--- src/rtl/tun_pkg.sv ---
// package with shared constants and types for the triangle unit normal block
`timescale 1ns / 1ps
package tun_pkg;

    // default widths
    localparam int COORD_WIDTH_DEF      = 16;
    localparam int NORMAL_FRAC_BITS_DEF = 14;

    // normalized magnitude width, largest component lies in [2^29, 2^30)
    localparam int TARGET_BITS = 30;
    // sum of three squares and its integer root
    localparam int SQ_XW       = 2 * TARGET_BITS + 2;
    localparam int SQ_RB       = TARGET_BITS + 1;
    localparam int SQ_REMW     = SQ_RB + 1;
    localparam int SQ_STEPS    = SQ_XW / 2;

    // per-item flags carried down the chains
    typedef struct packed {
        logic [2:0] neg;
        logic       degen;
    } side_t;

endpackage

--- src/rtl/tun_norm_cell.sv ---
// one step of the block normalizing shift: shifts all three magnitudes by a fixed amount
`timescale 1ns / 1ps
module tun_norm_cell #(
    parameter int Width = 35,
    parameter int Shift = 1
) (
    input  logic                    clk,
    input  logic                    rst_n,
    input  logic                    en,
    input  logic                    vld_in,
    input  tun_pkg::side_t          side_in,
    input  logic [2:0][Width-1:0]   mag_in,
    output logic                    vld_out,
    output tun_pkg::side_t          side_out,
    output logic [2:0][Width-1:0]   mag_out
);
    import tun_pkg::*;

    logic [Width-1:0]       or_all;
    logic                   top_zero;
    logic [2:0][Width-1:0]  mag_next;

    // shift when the top bits of every magnitude are clear
    always_comb
    begin
        or_all   = mag_in[0] | mag_in[1] | mag_in[2];
        top_zero = ~|or_all[Width-1 -: Shift];
        for (int i = 0; i < 3; i++)
        begin
            mag_next[i] = top_zero ? (mag_in[i] << Shift) : mag_in[i];
        end
    end

    always_ff @(posedge clk or negedge rst_n)
    begin
        if (!rst_n)
        begin
            vld_out <= 1'b0;
        end
        else if (en)
        begin
            vld_out <= vld_in;
        end
    end

    always_ff @(posedge clk)
    begin
        if (en)
        begin
            side_out <= side_in;
            mag_out  <= mag_next;
        end
    end
endmodule

--- config.mk ---
export PLATFORM = sky130hd
export DESIGN_NAME = tun_norm_cell
export DESIGN_NICKNAME = d
export VERILOG_FILES = /design/src/rtl/tun_pkg.sv /design/src/rtl/tun_norm_cell.sv
export SDC_FILE = /design/constraint.sdc
export NUM_CORES = 1
export LEC_CHECK = 0
export BUFFER_PORTS_ARGS = -buffer_cell sky130_fd_sc_hd__buf_2
export CAP_MARGIN = 10
export CORE_ASPECT_RATIO = 1.4
export CORE_MARGIN = 2
export CORE_UTILIZATION = 50
export DETAILED_ROUTE_END_ITERATION = 10
export HOLD_SLACK_MARGIN = 0.08
export PLACE_DENSITY_LB_ADDON = 0.1
export SKIP_LAST_GASP = 1
export SYNTH_ARGS = -nofsm -noshare
export SYNTH_HDL_FRONTEND = slang
export SYNTH_SLANG_ARGS = --single-unit
--- constraint.sdc ---
create_clock -name clk -period 1.5 [get_ports clk]
set_input_delay 0.15 -clock clk [delete_from_list [all_inputs] [get_ports clk]]
set_output_delay 0.15 -clock clk [all_outputs]
set_load 0.05 [all_outputs]
==> metrics.yaml <==
clock_tree:
  cts-root-buf: "clkbuf_16"
  cts_setup_buffers: 0
  cts_resized: 0
  clock-sinks: 110
  worstSkewPairLatency_ns: 0.33
  hold_buffers: 6
  clk_pin_slew_ns: 0.07
  cts_tree: "done"
  cts_buffers: 9
  htreeDepth: 3
  clock_path_buffers: 2
global_route:
  grt_antenna_before_repair: 0
  grt_pass1_vias: 3107
  grt_pass1_wl_mm: 14.9
  grt_max_degree: 28
  grt_util_all_layers: 0.194
  overflow: 0
setup_path:
  cp-start-kind: "input port"
  crit_path_end_kind: "flip-flop"
  r2r-start: "vld_out"
  crit_fanout: 27
  r2r_cells: 1
  reg2reg_slack_ns: 0.76
  crit_arrival_ns: 1.23
  rr_endpoint: "vld_out"
  startpoint: "mag_in[34]"
  path_class: "input port to flip-flop"
  cp.required_ns: 1.58
placement:
  place_hpwl_mm: 7.44
  place_congestion: 0.752
  dpl_cell_area_sq_um: 5950
  portBuffers: 222
route:
  route.antenna.remaining_nets: 0
  initialDrtViolationCount: 131
  wirelength_mm: 9.62
  routed_via_density: 5.04
  drt_first_pass_iters: 6
  num_vias: 2945
  drc_errors: 0
  avgRoutedWirePerCell_um: 16.5
yosys:
  synth_compound_area_frac: 0.00324
  synthSimpleGateAreaFrac: 0.0108
  synthAdderAreaFrac: 0
  synth_top_family_by_area: "multiplexers"
  ys_types: 13
  seq_area_frac_synth: 0.713
  synth_cells: 231
  ys_ff_latch: 110
  synthesis.area_sq_um: 4630
  syn_nets: 344
  ys_warn_count: 0
  synth_xor_area_frac: 0
  syn_area_per_cell_sq_um: 20.0
  synthMuxAreaShare: 0.243
worst_hold_path:
  min_from: "mag_in[103]"
  whs_path_depth: 2
  hp-class: "input port to flip-flop"
  hold_end: "mag_out[104]"
timing:
  tightest_slew_ns: 0.379
  setup_viol_count_final: 0
  max_slew_margin: 0.747
  period_minus_slack_ns: 1.15
  skew_ns: 0
  max_freq_ghz: 0.872
  finalMaxSlewViolations: 0
  hold_violations: 0
  holdWs_ns: 0.0978
  rsz0062_at_grt: "no"
  period_share: 0.765
layout:
  postLayoutCoreUtil: 0.693
  nets: 586
  area_growth_pct: 35.2
  seq_area_sq_um: 3300
  antenna_cells: 0
  final_area_sq_um: 6260
  fillCellCount: 680
  drive_gt1_frac: 0.566
  multi_input_area_sq_um: 1200
floorplan:
  pin_count: 223
  die_w_um: 85.3
  coreArea_sq_um: 9030
  dieArea_sq_um: 10100
  initial_core_util: 0.512
  die_y_um: 118
  placementRows: 41
power_and_ir_drop:
  switching_share: 0.303
  power_mw: 7.54
  p_int_mw: 5.26
  switchingPower_mw: 2.28
  p_leak_nw: 2.62
  ir_drop_v: 0.000906
  power_density_nw_per_um2: 1210
  p_clk_frac: 0.271
  comb_power_share: 0.231
  p_seq_frac: 0.498
outcome:
  status: "complete, no violations"
flow_run:
  drv_cap: 0
-- cell families (layout without fill, tap and decap cells) --
logic type | after synthesis | count (layout)
flip-flops | 110 | 110
multiplexers | 100 | 100
buffers and inverters | 11 | 257
AND/OR/NAND/NOR | 8 | 8
AO/OA/AOI/OAI | 2 | 2
-- cell type report --
type	count	share of cell area
Multi-Input combinational cell	110	0.191
Timing Repair Buffer	242	0.220
Clock buffer	11	0.0372
Clock inverter	4	0.00240
Sequential cell	110	0.527
Tap cell	107	0.0214
-- synth_stat cells --
cell	instances	area share
mux2_1	77	0.19
mux2_2	23	0.056
dfrtp_1	1	0.0054
nor3_2	1	0.0022
edfxtp_1	109	0.71
nor3b_1	1	0.0016
buf_2	2	0.0022
buf_6	2	0.0049
a21o_1	2	0.0032
nor2_1	2	0.0016
nor2b_1	3	0.0041
or2_2	1	0.0014
buf_8	7	0.023
-- flip-flops by register name (all words and copies together) (netlist names) --
register,flops
mag_out,105
side_out,4
vld_out,1
-- how the worst max path moves through the flow --
stage,end,cells after the start
2_1_floorplan,mag_out[24],4
3_3_place_gp,mag_out[36],4
3_5_place_dp,mag_out[45],4
4_1_cts,mag_out[32],4
5_1_grt,mag_out[32],4
6_report,mag_out[32],4
-- critical path, stage by stage --
cell and delay (ns):
buf_2 0.13, nor3_4 0.20, buf_4 0.35, mux2_2 0.39
-- cells in the final DEF, fill, tap and decap left out, types with 2 or more instances in the layout --
| master | synthesis | final |
|---|---|---|
| mux2_2 | 23 | 23 |
| buf_2 | 2 | 221 |
| clkbuf_1 | 0 | 2 |
| nor2b_1 | 3 | 3 |
| buf_12 | 0 | 8 |
| edfxtp_1 | 109 | 109 |
| mux2_1 | 77 | 77 |
| nor2_1 | 2 | 2 |
| clkbuf_16 | 0 | 9 |
| clkinv_1 | 0 | 4 |
| dlygate4sd3_1 | 0 | 6 |
| buf_4 | 0 | 7 |
| a21o_1 | 2 | 2 |
-- power by group through the flow --
stage / clock network, mW / logic (mW) / registers (mW)
floorplan: 0 / 0.224 / 4.79
global placement: 0 / 1.72 / 3.81
detailed placement: 0 / 1.74 / 3.82
CTS: 2.11 / 1.76 / 3.76
global route: 2.22 / 1.82 / 3.78
finish: 2.04 / 1.74 / 3.75
-- metal layers --
layer,vias up,wire (um),global-route usage
li1,1397,-,-
met1,1391,3310,0.208
met2,141,5180,0.340
met3,16,903,0.0645
met4,0,230,0.0913
met5,-,0,0
-- through the flow --
stage	cells	TNS [ns]	worst slack (ns)
finish	584	0	0.353
global route	584	0	0.304
CTS	584	0	0.354
detailed placement	563	-0.0248	-0.00865
global placement	563	0	0.0484
floorplan	231	0	0.216
(Power assumes the default switching activity.)
