==> config.mk <==
export PLATFORM = sky130hd
export DESIGN_NAME = tun_sqrt_cell
export DESIGN_NICKNAME = d
export VERILOG_FILES = /design/src/rtl/tun_pkg.sv /design/src/rtl/tun_sqrt_cell.sv
export SDC_FILE = /design/constraint.sdc
export NUM_CORES = 1
export LEC_CHECK = 0
export BUFFER_PORTS_ARGS = -buffer_cell sky130_fd_sc_hd__buf_2
export CAP_MARGIN = 10
export CELL_PAD_IN_SITES_DETAIL_PLACEMENT = 1
export CELL_PAD_IN_SITES_GLOBAL_PLACEMENT = 1
export CORE_AREA = 2 2 173 175
export CTS_BUF_LIST = sky130_fd_sc_hd__clkbuf_4 sky130_fd_sc_hd__clkbuf_8 sky130_fd_sc_hd__clkbuf_16
export CTS_CLUSTER_DIAMETER = 30
export DETAILED_ROUTE_END_ITERATION = 6
export DIE_AREA = 0 0 175 177
export HOLD_SLACK_MARGIN = 0.06
export PLACE_DENSITY_LB_ADDON = 0.1
export SLEW_MARGIN = 20
export SYNTH_ARGS = -nofsm -noshare
export SYNTH_HDL_FRONTEND = slang
export SYNTH_SLANG_ARGS = --single-unit
==> constraint.sdc <==
create_clock -name clk -period 2 [get_ports clk]
set_input_delay 0.2 -clock clk [delete_from_list [all_inputs] [get_ports clk]]
set_output_delay 0.2 -clock clk [all_outputs]
set_load 0.02 [all_outputs]
==> src/rtl/tun_pkg.sv <==
// package with shared constants and types for the triangle unit normal block
`timescale 1ns / 1ps
package tun_pkg;

    // default widths
    localparam int COORD_WIDTH_DEF      = 16;
    localparam int NORMAL_FRAC_BITS_DEF = 14;

    // normalized magnitude width, largest component lies in [2^29, 2^30)
    localparam int TARGET_BITS = 30;
    // sum of three squares and its integer root
    localparam int SQ_XW       = 2 * TARGET_BITS + 2;
    localparam int SQ_RB       = TARGET_BITS + 1;
    localparam int SQ_REMW     = SQ_RB + 1;
    localparam int SQ_STEPS    = SQ_XW / 2;

    // per-item flags carried down the chains
    typedef struct packed {
        logic [2:0] neg;
        logic       degen;
    } side_t;

endpackage

==> src/rtl/tun_sqrt_cell.sv <==
// one digit step of the integer square root, carrying the normalized magnitudes along
`timescale 1ns / 1ps
module tun_sqrt_cell (
    input  logic                                      clk,
    input  logic                                      rst_n,
    input  logic                                      en,
    input  logic                                      vld_in,
    input  tun_pkg::side_t                            side_in,
    input  logic [2:0][tun_pkg::TARGET_BITS-1:0]      m_in,
    input  logic [tun_pkg::SQ_XW-1:0]                 x_in,
    input  logic [tun_pkg::SQ_REMW-1:0]               rem_in,
    input  logic [tun_pkg::SQ_RB-1:0]                 root_in,
    output logic                                      vld_out,
    output tun_pkg::side_t                            side_out,
    output logic [2:0][tun_pkg::TARGET_BITS-1:0]      m_out,
    output logic [tun_pkg::SQ_XW-1:0]                 x_out,
    output logic [tun_pkg::SQ_REMW-1:0]               rem_out,
    output logic [tun_pkg::SQ_RB-1:0]                 root_out
);
    import tun_pkg::*;

    logic [SQ_REMW+1:0] rem_sh;
    logic [SQ_REMW+1:0] trial;
    logic               ge;
    logic [SQ_REMW+1:0] rem_sub;

    // bring down two bits, try 4*root+1
    always_comb
    begin
        rem_sh  = {rem_in, x_in[SQ_XW-1 -: 2]};
        trial   = (SQ_REMW+2)'({root_in, 2'b01});
        ge      = (rem_sh >= trial);
        rem_sub = ge ? (rem_sh - trial) : rem_sh;
    end

    always_ff @(posedge clk or negedge rst_n)
    begin
        if (!rst_n)
        begin
            vld_out <= 1'b0;
        end
        else if (en)
        begin
            vld_out <= vld_in;
        end
    end

    always_ff @(posedge clk)
    begin
        if (en)
        begin
            side_out <= side_in;
            m_out    <= m_in;
            x_out    <= x_in << 2;
            rem_out  <= rem_sub[SQ_REMW-1:0];
            root_out <= {root_in[SQ_RB-2:0], ge};
        end
    end
endmodule

==> reports/qor.csv <==
stage,metric,value,unit
run_status,outcome,"finished, violations left",
run_status,violated checks,negative setup slack,
yosys,"EDFF count, synth",217,
die,initial standard-cell utilization of the core,30.4,%
sta,final count of pins violating max slew,0,
cells_and_area,synthesis-to-layout area growth,88.0,%
die,Placeable Area,29200,sq um
yosys,synth warn,0,
power_and_ir_drop,Worst IR Drop VDD,0.000651,V
sta,Finish-stage setup viols,33,
yosys,fraction of the yosys area taken by sequential cells,73.7,%
die,overall die area,31000,sq um
route,routed length on met1,13300,um
sta,hold violation count in the final report,0,
setup_path,r2r worst-path depth,1,
cells_and_area,proportion of layout cells with a drive suffix above 1,53.4,%
setup_path,Worst setup startpoint,root_in[5],
die,Die Ht,177,um
power_and_ir_drop,static leakage,7.42,nW
global_routing,global-route usage over all layers,22.9,%
global_routing,vias in the first global route,8723,
hold_path,launch instance of the worst min-delay path,rem_in[28],
sta,unrepaired setup endpoints after global routing,true,
global_routing,maximum number of pins on one net before global-route repair,47,
clocking,Worst-path clk slew,50,ps
route,number of routed nets with antenna violations,0,
place,dpl hpwl,23400,um
route,met2 wire length,19600,um
die,number of top-level design ports,443,
route,number of detailed-route iterations in the first pass,4,
cells_and_area,final layout net count,1585,
setup_path,cell chain of the critical path,buf_8 -> inv_4 -> ha_4 -> a21o_1 -> a221oi_4 -> a31oi_4 -> a211oi_2 -> nor3_2 -> a311o_1 -> a41o_4 -> clkbuf_16 -> mux2_4,
clocking,maximum clock path buffer count,3,
yosys,share of flip-flops with an asynchronous set or reset,0.459,%
yosys,cell taking the most area after synthesis,sky130_fd_sc_hd__edfxtp_1,
route,ratio of routed vias to standard cells,4.50,
clocking,clock root cell,sky130_fd_sc_hd__clkbuf_16,
place,port buffer count,440,
cells_and_area,fill cell total of the finished layout,3021,
sta,portion of the clock cycle consumed by the worst path in the final layout,116,%
setup_path,startpoint types,input pin,
route,average wire per standard cell,20.8,um
clocking,CTS Buf Count,48,
yosys,Post-Syn Area per Cell,16.9,sq um
clocking,clock tree from TritonCTS,yes,
hold_path,cell depth of the worst hold path,3,
sta,worst clock skew,0,ps
setup_path,Critical Setup Path Class,in2reg,
yosys,cells taking the most area after synthesis,"sky130_fd_sc_hd__edfxtp_1, sky130_fd_sc_hd__ha_1, sky130_fd_sc_hd__mux2_4",
setup_path,critical path endpoint category,flip-flop,
clocking,Clock H-tree levels,2,
cells_and_area,Finished Cell Area,16700,sq um
clocking,latest clock arrival within the worst-skew pair,540,ps
setup_path,cell with the largest stage delay on the worst path,sky130_fd_sc_hd__a221oi_4,
route,top layer used by detailed routing,met5,
yosys,Main synth FF type,sky130_fd_sc_hd__edfxtp_1,
route,drt first-iter violations,389,
yosys,flip-flop and latch count after synthesis,218,
global_routing,overflow left after global routing,0,
hold_path,worst min-delay path category,in2reg,
clocking,Clock Sink Count,218,
power_and_ir_drop,total power consumption of the routed design,16.6,mW
setup_path,critical path peak fanout,8,
setup_path,startpoint of the worst register-to-register path,vld_out,
global_routing,initial antenna violation count,10,
route,remaining design rule violation count,0,
die,Die X,175,um
route,number of vias in the routed layout,7934,
sta,setup total negative slack,-9080,ps
setup_path,arrival time at the worst endpoint,2590,ps
job,max capacitance violation total,0,
power_and_ir_drop,total power density per cell area,994,nW/um^2
route,total length of routed wires,36600,um
setup_path,highest cell delay on the worst timing path,330,ps
yosys,top-area cell type share of the netlist area,73.4,%
yosys,count of mapped cells out of synthesis,526,
place,global placer's final weighted congestion,0.769,
place,placed standard-cell area,12600,sq um
setup_path,worst path required time,2270,ps
sta,post-route setup slack,-317,ps
yosys,distinct cell type count after synthesis,53,
route,total length of routed met3 wires,2460,um
yosys,cell area after technology mapping,8880,sq um
sta,clock period minus final worst setup slack,2320,ps
die,Rows,63,
sta,highest clock frequency the design can meet,432,MHz
global_routing,wire length of the first global-routing pass,53300,um
[placed cells by master (no fill, tap or decap), types with 10 or more instances in the layout]
cell type | netlist | routed
sky130_fd_sc_hd__mux2_4 | 26 | 26
sky130_fd_sc_hd__xnor2_1 | 22 | 21
sky130_fd_sc_hd__clkbuf_16 | 0 | 50
sky130_fd_sc_hd__edfxtp_1 | 217 | 217
sky130_fd_sc_hd__inv_1 | 38 | 28
sky130_fd_sc_hd__ha_1 | 33 | 13
sky130_fd_sc_hd__buf_2 | 1 | 432
sky130_fd_sc_hd__nand2_1 | 18 | 18
sky130_fd_sc_hd__clkinv_2 | 0 | 10
sky130_fd_sc_hd__a21oi_1 | 27 | 22
sky130_fd_sc_hd__a21o_1 | 13 | 13
sky130_fd_sc_hd__dlygate4sd3_1 | 0 | 208
sky130_fd_sc_hd__buf_4 | 2 | 106
sky130_fd_sc_hd__nor2_1 | 15 | 15
sky130_fd_sc_hd__ha_4 | 0 | 16
[timing repair]
item | in CTS | in global routing
gates resized for setup | 27 | 25
pin swaps | 4 | 12
hold buffers | 208 | 0
setup buffers | 5 | 3
cloned | 1 | 1
endpoints found under the hold margin | 207 | 0
endpoints found under the setup margin | 32 | 33
[cells in the mapped netlist (all sizes together) (2+ instances only)]
master  number
edfxtp     217
inv         38
ha          33
mux2        30
a21oi       27
xnor2       22
nand2       18
nor2        15
o21ai       15
a21o        13
nand2b       8
xor2         8
and3         7
buf          7
nor3         7
clkbuf       6
a211oi       5
and4         4
a221oi       3
a22oi        3
a31oi        3
nand3        3
o211ai       3
a211o        2
a221o        2
mux2i        2
nand4        2
o21a         2
o21bai       2
o31ai        2
[power breakdown]
group	internal [mW]	switching [mW]	leakage (nW)
logic	1.48	1.62	4.49
registers	5.53	0.130	2.14
clock network	5.13	2.71	0.798
total	12.1	4.45	7.42
[critical path, delay by kind of cell]
| family | cells | cell delay (ps) |
|---|---|---|
| simple gates | 1 | 90 |
| buf+inv | 3 | 340 |
| mux | 1 | 290 |
| compound gates | 6 | 1440 |
| fa+ha+maj | 1 | 210 |
[final cells by class]
class                           count  area, sq um  share of cell area (%)
Antenna cell                        7         17.5                   0.105
Clock buffer                       56         1280                    7.66
Clock inverter                     32          342                    2.05
Inverter                           38          163                   0.974
Multi-Input combinational cell    258         2510                    15.0
Sequential cell                   218         6540                    39.2
Tap cell                          390          488                    2.92
Timing Repair Buffer              765         5350                    32.1
[routing by layer]
metal  track usage (%)  vias up
met5                 0        -
met4              9.20        6
met3              6.40       87
met2              41.7      306
met1              25.0     3892
li1                  -     3643
[worst paths after layout]
path                            slack [ps]           to
worst max-delay path                  -320  rem_out[17]
worst min-delay path                    90  rem_out[30]
worst max register to register        1240      vld_out
worst min register to register         540      vld_out
max in group asynchronous             1370      vld_out
min in group asynchronous              530      vld_out
[state kept, by name (all words and copies together) (netlist names)]
signal	flops
rem_out	32
vld_out	1
x_out	60
side_out	4
m_out	90
root_out	31
[logic make-up after synthesis]
kind of cell	synth area share [%]
AO/OA/AOI/OAI	6.92
XOR/XNOR	2.96
adder cells (fa/ha/maj)	4.65
buffers and inverters	2.59
flip-flops	73.7
multiplexers	5.13
other	0.0422
AND/OR/NAND/NOR	4.03
[through the flow]
| step | util, % | hold WS (ps) | cells | setup WS (ps) |
|---|---|---|---|---|
| after floorplan | - | -95.6 | 527 | -628 |
| after global placement | 43.2 | -13.0 | 1451 | -866 |
| after detailed placement | 43.2 | -15.5 | 1451 | -1000 |
| after CTS | 56.4 | 67.5 | 1753 | -263 |
| after global routing | 57.1 | 81.3 | 1763 | -408 |
| final | 57.1 | 85.2 | 1764 | -317 |
(Power assumes the default switching activity.)
