### src/rtl/tun_pkg.sv
// package with shared constants and types for the triangle unit normal block
`timescale 1ns / 1ps
package tun_pkg;

    // default widths
    localparam int COORD_WIDTH_DEF      = 16;
    localparam int NORMAL_FRAC_BITS_DEF = 14;

    // normalized magnitude width, largest component lies in [2^29, 2^30)
    localparam int TARGET_BITS = 30;
    // sum of three squares and its integer root
    localparam int SQ_XW       = 2 * TARGET_BITS + 2;
    localparam int SQ_RB       = TARGET_BITS + 1;
    localparam int SQ_REMW     = SQ_RB + 1;
    localparam int SQ_STEPS    = SQ_XW / 2;

    // per-item flags carried down the chains
    typedef struct packed {
        logic [2:0] neg;
        logic       degen;
    } side_t;

endpackage

### src/rtl/tun_div_cell.sv
// one quotient bit of the restoring divide, three lanes sharing one divisor
`timescale 1ns / 1ps
module tun_div_cell #(
    parameter int FracBits = 14,
    parameter int Bit      = 0
) (
    input  logic                                          clk,
    input  logic                                          rst_n,
    input  logic                                          en,
    input  logic                                          vld_in,
    input  tun_pkg::side_t                                side_in,
    input  logic [tun_pkg::SQ_RB-1:0]                     l_in,
    input  logic [2:0][tun_pkg::TARGET_BITS+FracBits:0]   rem_in,
    input  logic [2:0][FracBits:0]                        q_in,
    output logic                                          vld_out,
    output tun_pkg::side_t                                side_out,
    output logic [tun_pkg::SQ_RB-1:0]                     l_out,
    output logic [2:0][tun_pkg::TARGET_BITS+FracBits:0]   rem_out,
    output logic [2:0][FracBits:0]                        q_out
);
    import tun_pkg::*;

    localparam int DW = TARGET_BITS + FracBits + 1;

    logic [DW-1:0]        dvs;
    logic [2:0]           ge;
    logic [2:0][DW-1:0]   rem_next;
    logic [2:0][FracBits:0] q_next;

    // compare against the divisor at this bit weight
    always_comb
    begin
        dvs = DW'(l_in) << Bit;
        for (int i = 0; i < 3; i++)
        begin
            ge[i]       = (rem_in[i] >= dvs);
            rem_next[i] = ge[i] ? (rem_in[i] - dvs) : rem_in[i];
            q_next[i]   = {q_in[i][FracBits-1:0], ge[i]};
        end
    end

    always_ff @(posedge clk or negedge rst_n)
    begin
        if (!rst_n)
        begin
            vld_out <= 1'b0;
        end
        else if (en)
        begin
            vld_out <= vld_in;
        end
    end

    always_ff @(posedge clk)
    begin
        if (en)
        begin
            side_out <= side_in;
            l_out    <= l_in;
            rem_out  <= rem_next;
            q_out    <= q_next;
        end
    end
endmodule

### config.mk
export PLATFORM = sky130hd
export DESIGN_NAME = tun_div_cell
export DESIGN_NICKNAME = d
export VERILOG_FILES = /design/src/rtl/tun_pkg.sv /design/src/rtl/tun_div_cell.sv
export SDC_FILE = /design/constraint.sdc
export NUM_CORES = 1
export LEC_CHECK = 0
export BUFFER_PORTS_ARGS = -buffer_cell sky130_fd_sc_hd__buf_4
export CELL_PAD_IN_SITES_DETAIL_PLACEMENT = 1
export CELL_PAD_IN_SITES_GLOBAL_PLACEMENT = 1
export CORE_ASPECT_RATIO = 0.9
export CORE_UTILIZATION = 30
export CTS_BUF_LIST = sky130_fd_sc_hd__clkbuf_4
export DETAILED_ROUTE_END_ITERATION = 12
export GPL_ROUTABILITY_DRIVEN = 0
export PLACE_DENSITY_LB_ADDON = 0.1
export REMOVE_ABC_BUFFERS = 1
export SYNTH_ARGS = -nofsm -noshare
export SYNTH_HDL_FRONTEND = slang
export SYNTH_SLANG_ARGS = --single-unit
### constraint.sdc
create_clock -name clk -period 0.9 [get_ports clk]
set_input_delay 0 -clock clk [delete_from_list [all_inputs] [get_ports clk]]
set_output_delay 0 -clock clk [all_outputs]
set_load 0.05 [all_outputs]
==> metrics.yaml, run 1 <==
setup_viol: 354
final.period_utilization: 2.58
synth-seq-area-share: 0.466
cts_tree: "built"
drt-total-wl_um: 88900
synth_compound_area_frac: 0.175
synth_xor_area_frac: 0.0750
overflow: 0
die_x_um: 229
path_buf_inv: 6
whs_ns: -0.646
seq_area_um2: 6480
synth_cell_types: 81
cts_sinks: 216
drc: 0
synth_edf_count: 215
viasPerCell: 5.38
first_iter_violations: 1089
clock_latency_ns: 0.83
seq_power_share: 0.302
die_y_um: 206
synth_simple_gate_area_frac: 0.156
cp-start-kind: "primary input"
antenna_found_initial: 11
grt_pass1_vias: 18900
numCtsBuffers: 67
fin_tns_setup_ns: -278.30
swShare: 0.397
start_util: 0.305
total_power_mw: 44.1
endpoint_kind: "flip-flop"
hp-class: "primary input to flip-flop"
p_int_mw: 26.6
cts_buffer_depth: 3
status: "finished with violations"
multi_input_area_um2: 9920
leakage_nw: 13.1
p_switching_mw: 17.5
layout_commonest_cell: "buf_4"
path_clk_slew_ns: 0.09
hold_violations: 109
drv_slew: 0
ys_seq_elements: 216
setup_slack_ns: -1.42
ys_warn_count: 0
slowest_delay_ns: 0.48
cp.required_ns: 1.50
crit_chain: "buf_8, clkinvlp_4, buf_12, buf_6, ha_4, buf_6, and4_4, o311ai_4, o21a_4, a21boi_4, a21oi_4, o21a_4, buf_4, nor4_4, xor2_1"
async_reset_ff_frac: 0.00463
netlist_instances: 1382
htree_levels: 3
wl_per_cell_um: 26.8
peakVddDrop_mv: 0.873
firstDrtPassIters: 5
drive_gt1_frac: 0.593
synthMuxAreaShare: 0.00315
synth_area_per_cell_um2: 10.1
drv_cap: 0
maxSlewHeadroom: 0.476
p_comb_frac: 0.454
fp-row-count: 74
critPathTopFamily: "compound AO/OA/AOI/OAI gates"
grt_use_total: 0.324
utilization: 0.666
fmax_ghz: 0.430
syn-cell-area_um2: 13900
timing.critical_path.slowest_stage_cell: "xor2_1"
nFillCells: 4712
skew_ns: 0
cts_root_buffer: "clkbuf_4"
port_buffers: 431
pin_count: 435
synth_top_flop_cell: "edfxtp_1"
die_area_um2: 47200
area_growth_pct: 118
grt_max_degree: 51
synth_top_family_by_area: "compound AO/OA/AOI/OAI gates"
grt_pass1_wl_um: 115000
core_area_um2: 45600
dpl.hpwl_um: 47500
vias: 17800
crit_fanout: 6
worst_pin_slew_ns: 0.767
p_per_area_nw_per_um2: 1450
drtAntennaViolNets: 0
final.min_clock_period_ns: 2.32
clkPwrFrac: 0.244
synthAdderAreaFrac: 0.0881
arrival_ns: 2.92
layout_common_cells: "706 x buf_4, 287 x buf_6, 215 x dlygate4sd3_1, 215 x edfxtp_1, 92 x clkbuf_4"
violations: "hold timing, setup timing"
fin_nets: 2981
rsz0062_at_grt: "true"
critPathKind: "primary input to flip-flop"
==> timing repair <==
action	CTS	global route
hold buffers	180	43
resized for setup	784	277
cloned	22	1
buffers inserted	89	50
endpoints found under the hold margin	429	137
pin swaps	167	121
endpoints found under the setup margin	354	354
==> worst paths after layout <==
check	cells after the start	startpoint	endpoint	slack [ns]
min reg2reg	1	vld_out	vld_out	0.57
max reg2reg	1	vld_out	vld_out	0.11
max in group asynchronous	4	rst_n	vld_out	0.19
min in group asynchronous	4	rst_n	vld_out	0.58
max	15	l_in[7]	rem_out[35]	-1.42
min	1	l_in[5]	l_out[5]	-0.65
==> kinds of logic (layout without fill, tap and decap cells) <==
| group | count (synthesis) | after routing |
|---|---|---|
| AO/OA/AOI/OAI | 391 | 391 |
| other | 0 | 10 |
| adder cells (fa/ha/maj) | 96 | 96 |
| multiplexers | 4 | 4 |
| AND/OR/NAND/NOR | 436 | 436 |
| flip-flops | 216 | 216 |
| buffers and inverters | 120 | 1440 |
| XOR/XNOR | 119 | 119 |
==> registers in the layout, indices dropped and copies added (netlist names) <==
name,flops
rem_out,135
side_out,4
vld_out,1
l_out,31
q_out,45
==> layout make-up <==
type | instances | share of cell area
Timing Repair Buffer | 1271 | 0.395
Multi-Input combinational cell | 1046 | 0.327
Sequential cell | 216 | 0.214
Tap cell | 608 | 0.0251
Clock buffer | 92 | 0.0228
Inverter | 63 | 0.0106
Clock inverter | 13 | 0.00375
Timing Repair inverter | 1 | 0.000990
Antenna cell | 10 | 0.000825
==> synth_stat cells (all sizes together), types with 4 or more instances <==
cell type	n	area, um^2
o2111ai	6	52.6
a211oi	15	113
o21ai	119	596
a21o	32	240
a31oi	15	100
nand2b	22	138
and3	8	50.1
nand2	157	589
o21bai	9	67.6
xor2	57	499
or4	10	86.3
o31ai	15	113
o21a	18	135
ha	93	1160
or3	11	78.8
a21oi	116	581
and2	6	37.5
nand3b	4	30.0
a2111oi	6	77.6
nor4	16	128
nor2b	17	106
or2	4	25.0
edfxtp	215	6460
nand3	24	120
nand4	25	156
clkbuf	36	136
nor2	89	334
xnor2	62	543
nor3	30	171
nand4b	4	35.0
buf	21	134
and4	4	35.0
o211ai	9	67.6
inv	63	239
==> metrics by stage <==
stage	instances	cell area, um^2	hold WS (ns)	setup WS [ns]
6_report	3320	30300	-0.646	-1.42
5_1_grt	3317	30300	-0.728	-1.40
4_1_cts	3241	28500	-0.724	-1.15
3_5_place_dp	2854	21400	-0.224	-2.24
3_3_place_gp	2854	21400	-0.224	-2.17
2_1_floorplan	1325	13600	-0.296	-2.62
==> metal layers <==
layer	routed length, um	vias up	track usage
met5	43	-	0
met4	5930	6	0.155
met3	5310	335	0.0745
met2	45800	817	0.602
met1	31900	8936	0.348
li1	-	7753	-
==> power groups by stage <==
stage	Combinational (mW)	Clock (mW)	Sequential [mW]
finish	20.0	10.8	13.3
global route	20.7	11.4	13.4
CTS	17.9	10.4	13.2
detailed placement	14.7	0	13.2
global placement	14.5	0	13.1
floorplan	3.75	0	17.3
Power figures use the tool's default switching activity.
==> run 2, diff against run 1 <==
GPL_ROUTABILITY_DRIVEN = default   (was 0)
SKIP_LAST_GASP = 1   (was default)
==> metrics.yaml, run 2 (same netlist as run 1, synthesis figures left out) <==
status: "finished with violations"
violations: "hold timing, setup timing"
fin_nets: 2929  # -1.7%
drv_slew: 0  # unchanged
wl_per_cell_um: 23.5  # -12%
grt_use_total: 0.273  # -0.0513
peakVddDrop_mv: 0.855  # -2.0%
path_clk_slew_ns: 0.09  # about the same
cts_buffer_depth: 3  # unchanged
fp-row-count: 74  # unchanged
rsz0062_at_grt: "true"
hold_violations: 102  # -6.4%
slowest_delay_ns: 0.50  # +0.02 ns
cts_tree: "built"
skew_ns: 0  # unchanged
fin_area_um2: 28500  # -6.0%
grt_max_degree: 59  # +16%
drt-total-wl_um: 77000  # -13%
drtAntennaViolNets: 0  # unchanged
port_buffers: 431  # unchanged
viasPerCell: 5.06  # -5.9%
reg_top3: "rem_out: 135 flops, q_out: 45 flops, l_out: 31 flops"
layout_common_cells: "699 x buf_4, 264 x buf_6, 215 x edfxtp_1"
cp.required_ns: 1.45  # -0.05 ns
cts_sinks: 216  # unchanged
place_inst: 2850  # -0.14%
overflow: 0  # unchanged
pin_count: 435  # unchanged
largest_reg_flops: 135  # unchanged
maxSlewHeadroom: 0.602  # +0.126
hp-class: "primary input to flip-flop"
die_area_um2: 47200  # unchanged
drv_cap: 0  # unchanged
grt_pass1_wl_um: 98600  # -14%
core_area_um2: 45600  # unchanged
start_util: 0.305  # unchanged
firstDrtPassIters: 5  # unchanged
critPathKind: "primary input to flip-flop"
drc: 0  # unchanged
timing.critical_path.slowest_stage_cell: "a2111oi_4"
die_x_um: 229  # unchanged
cp-start-kind: "primary input"
regMostFlops: "rem_out"
area_growth_pct: 105
finalNonFillerCells: 3279  # -1.2%
place_ws_ns: -2.26  # -0.0106 ns
layout_commonest_cell: "buf_4"
antenna_found_initial: 12  # +1
numCtsBuffers: 61  # -9.0%
final.min_clock_period_ns: 2.26  # -0.0678 ns
grt_pass1_vias: 17300  # -8.3%
crit_fanout: 4  # -2
place_congestion: 0.910
final.period_utilization: 2.51  # -0.0753
arrival_ns: 2.81  # -0.11 ns
endpoint_kind: "flip-flop"
htree_levels: 2  # -1
clock_latency_ns: 0.82  # about the same
worst_pin_slew_ns: 0.594  # -0.173 ns
p_per_area_nw_per_um2: 1450  # -0.13%
drive_gt1_frac: 0.526  # -0.0669
dpl.hpwl_um: 47100  # -0.79%
die_y_um: 206  # unchanged
setup_slack_ns: -1.36  # +0.0678 ns
crit_chain: "buf_8, clkinvlp_4, ha_4, nor2b_4, o2111ai_4, a211oi_2, nor3_4, a2111oi_4, a41oi_4, inv_2, buf_4, and4_4, nand3b_1, xnor2_1"
first_iter_violations: 797  # -27%
vias: 16600  # -7.1%
whs_ns: -0.638  # +0.00785 ns
leakage_nw: 12.2  # -6.5%
cts_root_buffer: "clkbuf_4"
fmax_ghz: 0.443  # +3.0%
dpl_cell_area_um2: 21500  # about the same
setup_viol: 354  # unchanged
nFillCells: 4837  # +2.7%
## run 2: report_power, final
group / leakage [nW] / internal [mW] / total, mW / switching [mW]
combinational: 9.66 / 8.09 / 18.5 / 10.4
clock: 0.465 / 4.73 / 9.72 / 4.99
sequential: 2.12 / 12.6 / 13.3 / 0.656
total: 12.2 / 25.4 / 41.4 / 16.0
## run 2: what timing repair did
action	4_1_cts	5_1_grt
hold buffers	186	31
pin swaps	62	119
buffers inserted	39	53
gates cloned	5	13
resized for setup	206	502
endpoints found under the hold margin	430	125
setup endpoints to repair	354	354
## run 2: worst paths after layout
| check | endpoint | slack [ns] | start | cells past startpoint |
|---|---|---|---|---|
| max | rem_out[129] | -1.36 | l_in[1] | 14 |
| min | l_out[3] | -0.64 | l_in[3] | 1 |
| max reg2reg | vld_out | 0.12 | vld_out | 1 |
| min reg2reg | vld_out | 0.57 | vld_out | 1 |
| max in group asynchronous | vld_out | 0.19 | rst_n | 4 |
| min in group asynchronous | vld_out | 0.60 | rst_n | 4 |
## run 2: per-stage QoR
step           setup TNS, ns  total power, mW  hold WS, ns   util
4_1_cts              -267.28             38.8       -0.770  0.559
3_5_place_dp         -291.41             27.8       -0.223  0.471
2_1_floorplan        -294.02             21.0       -0.296      -
3_3_place_gp         -279.63             27.6       -0.225  0.471
5_1_grt              -279.80             43.0       -0.681  0.626
6_report             -262.32             41.4       -0.638  0.626
## run 2: critical path: cells and delay by family
kind | cells | cell delay, ns
buffers and inverters | 4 | 0.47
AO/OA/AOI/OAI | 4 | 1.17
XOR/XNOR | 1 | 0.16
AND/OR/NAND/NOR | 4 | 0.68
adder cells (fa/ha/maj) | 1 | 0.32
## run 2: metal layers
metal	routed length, um	global-route usage	vias up
met2	39700	0.487	536
li1	-	-	7650
met1	30000	0.317	8213
met3	3650	0.0528	185
met5	13	0	-
met4	3550	0.124	2
## run 2: area by class of cell
type                       instances  area [um^2]  share of cell area
antenna                           13         32.5             0.00114
clock buffer                      94          706              0.0247
clock inverter                    13         62.6             0.00219
inverter                          63          282             0.00987
multi-input combinational       1046         8790               0.308
sequential                       216         6480               0.227
tap                              608          761              0.0267
timing repair buffer            1224        11400               0.399
timing repair inverter             2         27.5            0.000965
